## src/rtl/core/lsbd_pkg.sv

```systemverilog
// ----------------------------------------------------------------------------
// lsbd_pkg
// Types and constants of the light-sensor backlight dimmer.
// ----------------------------------------------------------------------------
`default_nettype none

package lsbd_pkg;

	localparam int SENSOR_BITS_DEFAULT = 12;

	// register reset values
	localparam int BRIGHT_RESET = 100;
	localparam int DARK_RESET   = 1024;
	localparam logic [7:0] STEPS_RESET  = 8'd10;
	localparam logic [7:0] DBAND_RESET  = 8'd2;
	localparam logic [7:0] LOW_RESET    = 8'd32;
	localparam logic [7:0] HIGH_RESET   = 8'd128;
	localparam logic [6:0] SLEW_RESET   = 7'd10;

	// drive level after reset
	localparam logic [7:0] LEVEL_RESET  = 8'd128;

	// slew is a percentage of the remaining gap
	localparam int PCT_DIV = 100;

	localparam int CFG_IDX_W = 3;

	typedef enum logic [CFG_IDX_W-1:0] {
		CFG_BRIGHT = 3'd0,
		CFG_DARK   = 3'd1,
		CFG_STEPS  = 3'd2,
		CFG_DBAND  = 3'd3,
		CFG_LOW    = 3'd4,
		CFG_HIGH   = 3'd5,
		CFG_SLEW   = 3'd6
	} cfg_idx_t;

	typedef enum logic [2:0] {
		S_IDLE,
		S_STEP_GO,
		S_STEP_WAIT,
		S_LVL_GO,
		S_LVL_WAIT,
		S_SLEW_GO,
		S_SLEW_WAIT,
		S_OUT
	} state_t;

endpackage

`default_nettype wire

```

## src/rtl/core/lsbd_div.sv

```systemverilog
// ----------------------------------------------------------------------------
// lsbd_div
// Restoring radix-2 divider, one quotient bit per cycle, shared by all
// three divisions of an update.
// ----------------------------------------------------------------------------
`default_nettype none

module lsbd_div #(
	parameter int NUM_W = 20,
	parameter int DEN_W = 12
) (
	input  wire logic             clk,
	input  wire logic             arst_n,
	input  wire logic             start,
	input  wire logic [NUM_W-1:0] num,
	input  wire logic [DEN_W-1:0] den,
	output logic                  done,
	output logic      [NUM_W-1:0] quo
);

	localparam int CNT_W = $clog2(NUM_W + 1);

	logic             busy_q;
	logic             done_q;
	logic [CNT_W-1:0] cnt_q;
	logic [NUM_W-1:0] quo_q;
	logic [DEN_W-1:0] rem_q;
	logic [DEN_W-1:0] den_q;
	logic [DEN_W:0]   trial;
	logic [DEN_W:0]   diff;
	logic             ge;

	// shift the next numerator bit into the partial remainder
	assign trial = {rem_q, quo_q[NUM_W-1]};
	assign diff  = trial - {1'b0, den_q};
	assign ge    = trial >= {1'b0, den_q};

	always_ff @(posedge clk or negedge arst_n) begin
		if (!arst_n) begin
			busy_q <= 1'b0;
			done_q <= 1'b0;
			cnt_q  <= '0;
		end else begin
			done_q <= busy_q && (cnt_q == CNT_W'(1));
			if (start) begin
				busy_q <= 1'b1;
				cnt_q  <= CNT_W'(NUM_W);
			end else if (busy_q) begin
				cnt_q <= cnt_q - CNT_W'(1);
				if (cnt_q == CNT_W'(1)) begin
					busy_q <= 1'b0;
				end
			end
		end
	end

	always_ff @(posedge clk) begin
		if (start) begin
			quo_q <= num;
			rem_q <= '0;
			den_q <= den;
		end else if (busy_q) begin
			quo_q <= {quo_q[NUM_W-2:0], ge};
			rem_q <= ge ? diff[DEN_W-1:0] : trial[DEN_W-1:0];
		end
	end

	assign done = done_q;
	assign quo  = quo_q;

endmodule

`default_nettype wire

```

## src/rtl/core/light_sensor_backlight_dimmer_core.sv

```systemverilog
// ----------------------------------------------------------------------------
// light_sensor_backlight_dimmer_core
// Maps a light-sensor reading to a quantized backlight target and slews the
// drive level toward it, one update per input word.
// ----------------------------------------------------------------------------
//
//  channel   direction  handshake          payload
//  s_*       in         tvalid / tready    tdata: raw_level
//  m_*       out        tvalid / tready    tdata: drive_level, level_changed,
//                                                 accepted_step, target_level
//  wr_*      in         wr_en (no wait)    wr_index, wr_data
//
//  A result word is loaded once its input word is accepted and the three
//  passes through the shared one-bit-per-cycle divider are done. Each pass
//  starts the divider, shifts out SENSOR_BITS+8 quotient bits and ends on
//  the divider's done strobe. s_tready is high only in the idle state, so
//  a new word is taken only once the previous one has left the sequencer;
//  a finished result sits in the output register and a new word
//  may be taken while it waits. A stalled m_tready holds the next result
//  in the sequencer until the output register frees. arst_n restores the
//  register reset values and clears the held step.
// ----------------------------------------------------------------------------
`default_nettype none

module light_sensor_backlight_dimmer_core
	import lsbd_pkg::*;
#(
	parameter int SENSOR_BITS = SENSOR_BITS_DEFAULT
) (
	input  wire logic                              clk,
	input  wire logic                              arst_n,
	// bits from 0: raw_level [SENSOR_BITS-1:0], zero fill
	input  wire logic [((SENSOR_BITS+7)/8)*8-1:0]  s_tdata,
	input  wire logic                              s_tvalid,
	output logic                                   s_tready,
	// bits from 0: drive_level [7:0], level_changed [8], accepted_step [16:9],
	// target_level [24:17], zero fill [31:25]
	output logic      [31:0]                       m_tdata,
	output logic                                   m_tvalid,
	input  wire logic                              m_tready,
	input  wire logic                              wr_en,
	input  wire logic [CFG_IDX_W-1:0]              wr_index,
	input  wire logic [((SENSOR_BITS > 8) ? SENSOR_BITS : 8)-1:0] wr_data
);

	localparam int SB = SENSOR_BITS;
	localparam int DW = SB + 8;

	// ---------------------------------------------------------------- config
	logic [SB-1:0] bright_q;
	logic [SB-1:0] dark_q;
	logic [7:0]    steps_q;
	logic [7:0]    dband_q;
	logic [7:0]    low_q;
	logic [7:0]    high_q;
	logic [6:0]    pct_q;

	// ----------------------------------------------------------------- state
	state_t        state_q;
	state_t        state_d;
	logic [SB-1:0] raw_q;
	logic [7:0]    step_q;
	logic          outside_q;
	logic [7:0]    held_step_q;
	logic [7:0]    held_level_q;
	logic          held_valid_q;
	logic [7:0]    cur_q;
	logic [7:0]    next_q;

	// output register
	logic          out_valid_q;
	logic [7:0]    drive_out_q;
	logic          chg_out_q;
	logic [7:0]    step_out_q;
	logic [7:0]    tgt_out_q;

	// --------------------------------------------------- derived from config
	logic [SB-1:0] lo;
	logic [SB-1:0] hi;
	logic [7:0]    n_steps;
	logic [7:0]    nm1;
	logic [7:0]    dz;
	logic [7:0]    lvl_a;
	logic [7:0]    lvl_b;
	logic [7:0]    mn;
	logic [7:0]    mx;

	// sort the bounds; lo is the smaller of bright and dark
	assign lo      = (bright_q < dark_q) ? bright_q : dark_q;
	assign hi      = (bright_q < dark_q) ? dark_q : bright_q;
	assign n_steps = (steps_q < 8'd2) ? 8'd2 : steps_q;
	assign nm1     = n_steps - 8'd1;
	// deadband never wider than the step range
	assign dz      = (dband_q > nm1) ? nm1 : dband_q;
	// swap the level ends if needed, then lift zero to one
	assign lvl_a   = (low_q < high_q) ? low_q : high_q;
	assign lvl_b   = (low_q < high_q) ? high_q : low_q;
	assign mn      = (lvl_a == 8'd0) ? 8'd1 : lvl_a;
	assign mx      = (lvl_b == 8'd0) ? 8'd1 : lvl_b;

	// -------------------------------------------------------- shared divider
	logic          div_start;
	logic [DW-1:0] div_num;
	logic [SB-1:0] div_den;
	logic          div_done;
	logic [DW-1:0] div_quo;

	logic [SB-1:0] span;
	logic [7:0]    lvl_span;
	logic [15:0]   lvl_prod;
	logic [7:0]    gap;
	logic [14:0]   slew_prod;

	// numerators; a reading outside the bounds gives a wrapped or oversized
	// span whose quotient is dropped later
	assign span      = hi - raw_q;
	assign lvl_span  = mx - mn;
	assign lvl_prod  = {8'd0, lvl_span} * {8'd0, step_q};
	assign gap       = (held_level_q > cur_q) ? (held_level_q - cur_q)
	                                          : (cur_q - held_level_q);
	assign slew_prod = {7'd0, gap} * {8'd0, pct_q};

	always_comb begin
		div_start = 1'b0;
		div_num   = '0;
		div_den   = '0;
		case (state_q)
			S_STEP_GO: begin
				div_start = 1'b1;
				div_num   = DW'(span) * DW'(nm1);
				div_den   = hi - lo;
			end
			S_LVL_GO: begin
				div_start = 1'b1;
				div_num   = DW'(lvl_prod);
				div_den   = SB'(nm1);
			end
			S_SLEW_GO: begin
				div_start = 1'b1;
				div_num   = DW'(slew_prod);
				div_den   = SB'(PCT_DIV);
			end
			default: begin
				div_start = 1'b0;
			end
		endcase
	end

	lsbd_div #(
		.NUM_W (DW),
		.DEN_W (SB)
	) u_div (
		.clk    (clk),
		.arst_n (arst_n),
		.start  (div_start),
		.num    (div_num),
		.den    (div_den),
		.done   (div_done),
		.quo    (div_quo)
	);

	// ------------------------------------------------------ step and target
	logic [7:0] step_sel;
	logic       in_outside;
	logic [7:0] tgt_lvl;
	logic [7:0] step_diff;
	logic       take_new;

	assign in_outside = (raw_q <= lo) || (raw_q >= hi);

	always_comb begin
		if (lo == hi || raw_q <= lo) begin
			step_sel = nm1;
		end else if (raw_q >= hi) begin
			step_sel = 8'd0;
		end else begin
			step_sel = div_quo[7:0];
		end
	end

	assign tgt_lvl   = (mx <= mn) ? mn : (mn + div_quo[7:0]);
	assign step_diff = (step_q > held_step_q) ? (step_q - held_step_q)
	                                          : (held_step_q - step_q);
	// accept the new step when nothing is held, or when it differs from the held
	// step and the reading is out of range or the move clears the deadband
	assign take_new  = !held_valid_q
	                || ((step_q != held_step_q) && (outside_q || step_diff >= dz));

	// ------------------------------------------------------------------ slew
	logic [8:0] mv;
	logic [9:0] up_sum;
	logic [7:0] dn_gap;
	logic [7:0] slew_lvl;
	logic [7:0] next_lvl;

	// at least one level per update
	assign mv     = (div_quo[8:0] == 9'd0) ? 9'd1 : div_quo[8:0];
	assign up_sum = {2'd0, cur_q} + {1'b0, mv};
	assign dn_gap = cur_q - held_level_q;

	always_comb begin
		if (cur_q < held_level_q) begin
			slew_lvl = (up_sum < {2'd0, held_level_q}) ? up_sum[7:0] : held_level_q;
		end else if (cur_q > held_level_q) begin
			slew_lvl = ({1'b0, dn_gap} > mv) ? (cur_q - mv[7:0]) : held_level_q;
		end else begin
			slew_lvl = cur_q;
		end
	end

	assign next_lvl = (slew_lvl == 8'd0) ? 8'd1 : slew_lvl;

	// ------------------------------------------------------------- sequencer
	logic out_free;

	assign out_free = !out_valid_q || m_tready;

	always_ff @(posedge clk or negedge arst_n) begin
		if (!arst_n) begin
			state_q <= S_IDLE;
		end else begin
			state_q <= state_d;
		end
	end

	always_comb begin
		state_d  = state_q;
		s_tready = 1'b0;
		case (state_q)
			S_IDLE: begin
				s_tready = 1'b1;
				if (s_tvalid) begin
					state_d = S_STEP_GO;
				end
			end
			S_STEP_GO:   state_d = S_STEP_WAIT;
			S_STEP_WAIT: if (div_done) state_d = S_LVL_GO;
			S_LVL_GO:    state_d = S_LVL_WAIT;
			S_LVL_WAIT:  if (div_done) state_d = S_SLEW_GO;
			S_SLEW_GO:   state_d = S_SLEW_WAIT;
			S_SLEW_WAIT: if (div_done) state_d = S_OUT;
			S_OUT:       if (out_free) state_d = S_IDLE;
			default:     state_d = S_IDLE;
		endcase
	end

	// -------------------------------------------------- config and held state
	always_ff @(posedge clk or negedge arst_n) begin
		if (!arst_n) begin
			bright_q     <= SB'(BRIGHT_RESET);
			dark_q       <= SB'(DARK_RESET);
			steps_q      <= STEPS_RESET;
			dband_q      <= DBAND_RESET;
			low_q        <= LOW_RESET;
			high_q       <= HIGH_RESET;
			pct_q        <= SLEW_RESET;
			held_valid_q <= 1'b0;
			held_step_q  <= 8'd0;
			held_level_q <= 8'd0;
			cur_q        <= LEVEL_RESET;
			out_valid_q  <= 1'b0;
		end else begin
			if (wr_en) begin
				// any write to a known register drops the held step
				case (cfg_idx_t'(wr_index))
					CFG_BRIGHT: begin
						bright_q     <= wr_data[SB-1:0];
						held_valid_q <= 1'b0;
					end
					CFG_DARK: begin
						dark_q       <= wr_data[SB-1:0];
						held_valid_q <= 1'b0;
					end
					CFG_STEPS: begin
						steps_q      <= wr_data[7:0];
						held_valid_q <= 1'b0;
					end
					CFG_DBAND: begin
						dband_q      <= wr_data[7:0];
						held_valid_q <= 1'b0;
					end
					CFG_LOW: begin
						low_q        <= wr_data[7:0];
						held_valid_q <= 1'b0;
					end
					CFG_HIGH: begin
						high_q       <= wr_data[7:0];
						held_valid_q <= 1'b0;
					end
					CFG_SLEW: begin
						pct_q        <= wr_data[6:0];
						held_valid_q <= 1'b0;
					end
					default: begin
						// unmapped index: ignore
					end
				endcase
			end

			if (state_q == S_LVL_WAIT && div_done && take_new) begin
				held_step_q  <= step_q;
				held_level_q <= tgt_lvl;
				held_valid_q <= 1'b1;
			end

			if (state_q == S_OUT && out_free) begin
				cur_q       <= next_q;
				out_valid_q <= 1'b1;
			end else if (m_tready) begin
				out_valid_q <= 1'b0;
			end
		end
	end

	// -------------------------------------------------------------- payload
	always_ff @(posedge clk) begin
		if (state_q == S_IDLE && s_tvalid) begin
			raw_q <= s_tdata[SB-1:0];
		end
		if (state_q == S_STEP_WAIT && div_done) begin
			step_q    <= step_sel;
			outside_q <= in_outside;
		end
		if (state_q == S_SLEW_WAIT && div_done) begin
			next_q <= next_lvl;
		end
		if (state_q == S_OUT && out_free) begin
			drive_out_q <= next_q;
			chg_out_q   <= (next_q != cur_q);
			step_out_q  <= held_step_q;
			tgt_out_q   <= held_level_q;
		end
	end

	assign m_tvalid = out_valid_q;
	assign m_tdata  = {7'd0, tgt_out_q, step_out_q, chg_out_q, drive_out_q};

endmodule

`default_nettype wire

```

## config.mk

```make
export PLATFORM = sky130hd
export DESIGN_NAME = light_sensor_backlight_dimmer_core
export DESIGN_NICKNAME = d
export VERILOG_FILES = /design/src/rtl/core/lsbd_pkg.sv /design/src/rtl/core/lsbd_div.sv /design/src/rtl/core/light_sensor_backlight_dimmer_core.sv
export SDC_FILE = /design/constraint.sdc
export NUM_CORES = 1
export LEC_CHECK = 0
export BUFFER_PORTS_ARGS = -buffer_cell sky130_fd_sc_hd__buf_4
export CAP_MARGIN = 20
export CORE_UTILIZATION = 35
export CTS_CLUSTER_SIZE = 20
export DETAILED_ROUTE_END_ITERATION = 10
export GPL_TIMING_DRIVEN = 0
export MAX_ROUTING_LAYER = met4
export SLEW_MARGIN = 20
export SYNTH_ARGS = -nofsm -noshare
export SYNTH_HDL_FRONTEND = slang
export SYNTH_HIERARCHICAL = 1
export SYNTH_SLANG_ARGS = --single-unit
```

## constraint.sdc

```tcl
create_clock -name clk -period 23.8 [get_ports clk]
set_input_delay 4.76 -clock clk [delete_from_list [all_inputs] [get_ports clk]]
set_output_delay 4.76 -clock clk [all_outputs]
set_load 0.05 [all_outputs]
```

==> flow_summary.toml, run 1 <==
[timing]
tns_ns = 0
rsz0062_at_grt = "false"
fin_skew_ns = 0.0164
relSlewSlack_pct = 18.1
period_needed_ns = 10.11
fmax_mhz = 98.9
fin_crit_sh_pct = 42.5
slew_viol_final = 0
worst_pin_slew_ns = 1.22
finalSetupViolCount = 0
hold_viol_final = 0

[cts]
clockBufferDepth = 2
cts_buffers = 17
clock-sinks = 197
cts_setup_buffers = 0
cts_tree = "done"
htreeDepth = 4
cts_resized = 0
worstSkewPairLatency_ns = 0.47
ctsHoldBuffers = 0
clk_pin_slew_worst_paths_ns = 0.08
root_buffer = "clkbuf_16"

[global_route]
overflow = 0
antenna_found_initial = 2
grt_pass1_vias = 17000
grt_pass1_wl_um = 93300
grt_max_degree = 71
grt_usage_pct = 19.6

[finish]
fin_nets = 2794
fillCellCount = 5994
drive_gt1_share_pct = 11.3
area_growth_syn_to_layout_pct = 10.0

[die]
chipWidth_um = 249
pin_count = 70
die_height_um = 249
die_area_um2 = 61900
rows = 90
start_util_pct = 35.4
core-area_um2 = 60200

[drt]
vias = 16700
drt_wl_total_um = 58000
dr.pass1.iters = 5
routedWlPerCell_um = 18.4
drt_iter0_markers = 1093
vias_per_cell = 5.28
ant_nets = 0
drc = 0

[worst_setup_path]
critPathMaxFanout = 10
critPathCaptureType = "flip-flop"
max_stage_delay_ns = 0.78
critPathArrivalTime_ns = 10.33
critPathRequiredTime_ns = 24.03
path_delay_family = "adder cells"
worstSetupPathType = "reg -> reg"
r2r_slack_ns = 13.69
slowest_stage = "o41ai_1"
crit_top_cell = "inv_1"
worst_setup_path_start_kind = "flip-flop"
crit_buf_inv = 7

[synth]
ys_ff_latch = 197
ys_seq_area_share_pct = 24.9
avgSynthCellArea_um2 = 9.36
ys_async_sr_fraction_pct = 50.3
synth_area_leader_cell = "ha_1"
synth_edf_count = 86
synthTopCellsByCount = "inv_1, ha_1, nor2_1"
netlist.area_leader.share_pct = 15.3
yosysWarnings = 6
synth_area_leaders = "ha_1, fa_1, edfxtp_1, dfrtp_1, inv_1"
yosysMostFrequentCell = "inv_1"
syn_inst = 2277
synth.distinct_cells = 89
netlist_area_um2 = 21300
synthFlopType = "dfrtp_1"

[placement]
hpwl_um = 46700
place.gp.congestion = 0.942
portBuffers = 55

[outcome]
status = "finished, final reports clean"

[worst_hold_path]
hold_class = "reg -> reg"

[flow_run]
maxCapViolCount = 0
[final cells by class]
class                      instances  area (um2)  area share [%]
antenna                            2        5.00          0.0213
timing repair buffer              60         484            2.07
sequential                       197        5320            22.7
multi-input combinational       1698       14600            62.1
inverter                         313        1170            5.01
buffer                            75         328            1.40
clock buffer                      19         443            1.89
clock inverter                    13         163           0.694
tap                              782         978            4.17
[sequential cells by signal (all words and copies together), names as in the netlist, 3 cells and up]
register and flops:
tgt_out_q 8, step_q 8, step_out_q 8, cur_q 8
state_q 3, dark_q 12, drive_out_q 8, u_div/rem_q 12
u_div/den_q 12, low_q 8, held_level_q 8, next_q 8
dband_q 8, pct_q 7, high_q 8, u_div/cnt_q 5
u_div/quo 20, held_step_q 8, steps_q 8, raw_q 12
bright_q 12
[layout by cell type, fill, tap and decap left out, types with 8 or more instances in the layout]
cell type | Yosys | routed
inv_1 | 312 | 312
ha_1 | 261 | 261
nor2_1 | 170 | 170
nand2_1 | 158 | 158
fa_1 | 135 | 135
mux2_2 | 96 | 96
a21oi_1 | 95 | 95
o21ai_0 | 94 | 94
dfrtp_1 | 87 | 87
edfxtp_1 | 86 | 86
buf_4 | 10 | 66
xnor2_1 | 63 | 63
mux2i_1 | 62 | 62
and2_1 | 57 | 57
clkbuf_1 | 55 | 55
a21o_1 | 50 | 50
xor2_1 | 46 | 46
nand2b_1 | 43 | 43
nor2b_1 | 36 | 36
nor3_1 | 29 | 29
nand4_1 | 26 | 26
o21a_1 | 20 | 20
a211oi_1 | 18 | 18
or2_2 | 18 | 18
clkbuf_16 | 0 | 17
o22ai_1 | 15 | 15
nand3_1 | 14 | 14
o21bai_1 | 13 | 13
a21boi_0 | 13 | 12
dfstp_2 | 12 | 12
dfxtp_1 | 12 | 12
nor4_1 | 10 | 10
or3_1 | 9 | 9
o31ai_1 | 8 | 8
a31oi_1 | 9 | 8
o2bb2ai_1 | 8 | 8
[layer usage]
layer | share of wire (%) | GRT usage (%) | vias up
met1 | 44 | 24.8 | 8212
met3 | 4.5 | 2.73 | 98
met2 | 48 | 31.7 | 434
li1 | - | - | 7930
met5 | 0 | - | -
met4 | 3.8 | 7.86 | 0
[final timing paths]
check | start | end | depth (start not counted)
max in group asynchronous | arst_n | bright_q[5] | 2
min in group asynchronous | arst_n | held_step_q[6] | 1
worst min register to register | held_step_q[3] | step_out_q[3] | 0
worst min-delay path | held_step_q[3] | step_out_q[3] | 0
worst max register to register | dark_q[10] | u_div/quo[18] | 36
worst max-delay path | dark_q[10] | u_div/quo[18] | 36
[metrics by stage]
stage	hold WS (ns)	utilization, %	std cells	worst slack, ns	instance area [um2]
after floorplan	0.443	-	2283	15.33	21300
after CTS	0.491	38.9	3157	13.71	23400
after detailed placement	0.473	37.9	3125	13.77	22800
after global placement	0.473	37.7	3120	13.90	22700
after global routing	0.500	38.9	3158	13.12	23400
final	0.488	38.9	3159	13.69	23400
[logic make-up after synthesis]
kind of cell,count (synthesis),synth area share [%]
simple gates,605,14.0
compound gates,422,13.4
fa+ha+maj,396,28.0
buf+inv,388,7.05
flops,197,24.9
mux,159,8.05
xor+xnor,109,4.48
other cells,1,0.0176
Power of run 1 is left out: the tool's default activity adds up to more than one toggle a clock period on the data nets, which glitch-free logic cannot reach.
==> run 2: changes to the inputs <==
==> constraint.sdc (replaced) <==
create_clock -name clk -period 8.6 [get_ports clk]
set_input_delay 1.72 -clock clk [delete_from_list [all_inputs] [get_ports clk]]
set_output_delay 1.72 -clock clk [all_outputs]
set_load 0.05 [all_outputs]
==> flow_summary.toml, run 2 (synthesized netlist as in run 1, its figures left out) <==
[timing]
finalSetupViolCount = 0
hold_viol_final = 0
period_needed_ns = 8.41
fmax_mhz = 119
worst_pin_slew_ns = 1.18
fin_skew_ns = 0.0172
tns_ns = 0
relSlewSlack_pct = 21.0
setup_ws_ns = 0.187
fin_crit_sh_pct = 97.8
slew_viol_final = 0

[cts]
clockBufferDepth = 2
worstSkewPairLatency_ns = 0.47
clock-sinks = 197
cts_buffers = 17
htreeDepth = 4
root_buffer = "clkbuf_16"
cts_tree = "done"
clk_pin_slew_worst_paths_ns = 0.08

[drt]
drt_wl_total_um = 59700
vias_per_cell = 5.29
routedWlPerCell_um = 18.6
dr.pass1.iters = 5
drc = 0
drt_iter0_markers = 1108
vias = 17000
ant_nets = 0

[worst_setup_path]
reg2reg_depth = 36
critPathArrivalTime_ns = 8.64
worst-path-stages = 36
startpoint = "high_q[1]"
critPathCaptureType = "flip-flop"
path_delay_family = "adder cells"
critPathRequiredTime_ns = 8.83
r2r_slack_ns = 0.19
r2r-start = "high_q[1]"
setup.worst_path.end = "u_div/quo[15]"
max_stage_delay_ns = 0.54
worst_setup_path_start_kind = "flip-flop"
rr_endpoint = "u_div/quo[15]"
slowest_stage = "fa_1"
crit_buf_inv = 4
worstSetupPathType = "reg -> reg"
critPathMaxFanout = 7

[finish]
fillCellCount = 5894
final_util_pct = 40.5
final_cell_mix = "inv_1, ha_1, nor2_1, nand2_1, fa_1"
layout_commonest_cell = "inv_1"
drive_gt1_share_pct = 16.7
largest_register_ffs = 20
finalInstanceArea_um2 = 24400
area_growth_syn_to_layout_pct = 14.4
fin_nets = 2846

[worst_hold_path]
hp-start = "held_step_q[3]"
hold_class = "reg -> reg"
min_path_cells = 0

[global_route]
grt_pass1_vias = 17100
antenna_found_initial = 3
grt_pass1_wl_um = 94400
overflow = 0
grt_max_degree = 71
grt_usage_pct = 19.8

[die]
die_height_um = 249
core-area_um2 = 60200
chipWidth_um = 249
die_area_um2 = 61900
start_util_pct = 35.4
rows = 90
pin_count = 70

[outcome]
status = "finished, final reports clean"

[placement]
place.gp.congestion = 0.942
hpwl_um = 46700
dp_slack_ns = -1.43
portBuffers = 55
placed_area_um2 = 22800

[flow_run]
maxCapViolCount = 0
## run 2: cell count changes in the layout (fill, tap and decap cells not counted), moves of 6 or more
cell | previous run | this run
inv_1 | 312 | 301
xnor2_1 | 63 | 53
ha_1 | 261 | 248
a21oi_2 | 3 | 9
inv_2 | 0 | 11
buf_4 | 66 | 117
ha_4 | 0 | 10
xnor2_2 | 0 | 8
xor2_1 | 46 | 40
a21oi_1 | 95 | 88
o21ai_1 | 3 | 10
o21ai_0 | 94 | 82
## run 2: worst min path at each step
stage / endpoint / slack, ns
6_report: step_out_q[3] / 0.49
5_1_grt: step_out_q[3] / 0.50
4_1_cts: step_out_q[6] / 0.49
3_5_place_dp: step_out_q[6] / 0.47
3_3_place_gp: step_out_q[7] / 0.47
2_1_floorplan: step_out_q[7] / 0.44
## run 2: layout make-up
cell class	count	area (um2)	area share, %
repair buffers	114	897	3.68
clock buffers	19	443	1.82
inverters	313	1170	4.82
flip-flops and latches	197	5320	21.8
diodes	1	2.50	0.0103
clock inverters	13	163	0.667
plain buffers	73	348	1.43
multi-input cells	1698	15100	61.8
well taps	782	978	4.01
## run 2: what timing repair did
item	in CTS	in global routing
endpoints found under the setup margin	12	11
pin swaps	12	69
resized for setup	43	85
hold buffers	0	0
gates cloned	0	0
buffers inserted	16	38
## run 2: through the flow
stage / hold WS [ns] / instances
finish: 0.487 / 3210
global route: 0.500 / 3210
CTS: 0.491 / 3171
detailed placement: 0.473 / 3125
global placement: 0.473 / 3120
floorplan: 0.443 / 2283
## run 2: metal layers
metal | routed length (um) | share of wire [%] | vias up | GRT usage (%)
met4 | 1500 | 2.5 | 0 | 5.93
met5 | 0 | 0 | - | -
li1 | - | - | 8032 | -
met3 | 2980 | 5.0 | 76 | 2.69
met1 | 26000 | 43 | 8410 | 25.0
met2 | 29300 | 49 | 461 | 33.0
Power of run 2 is left out for the same reason.
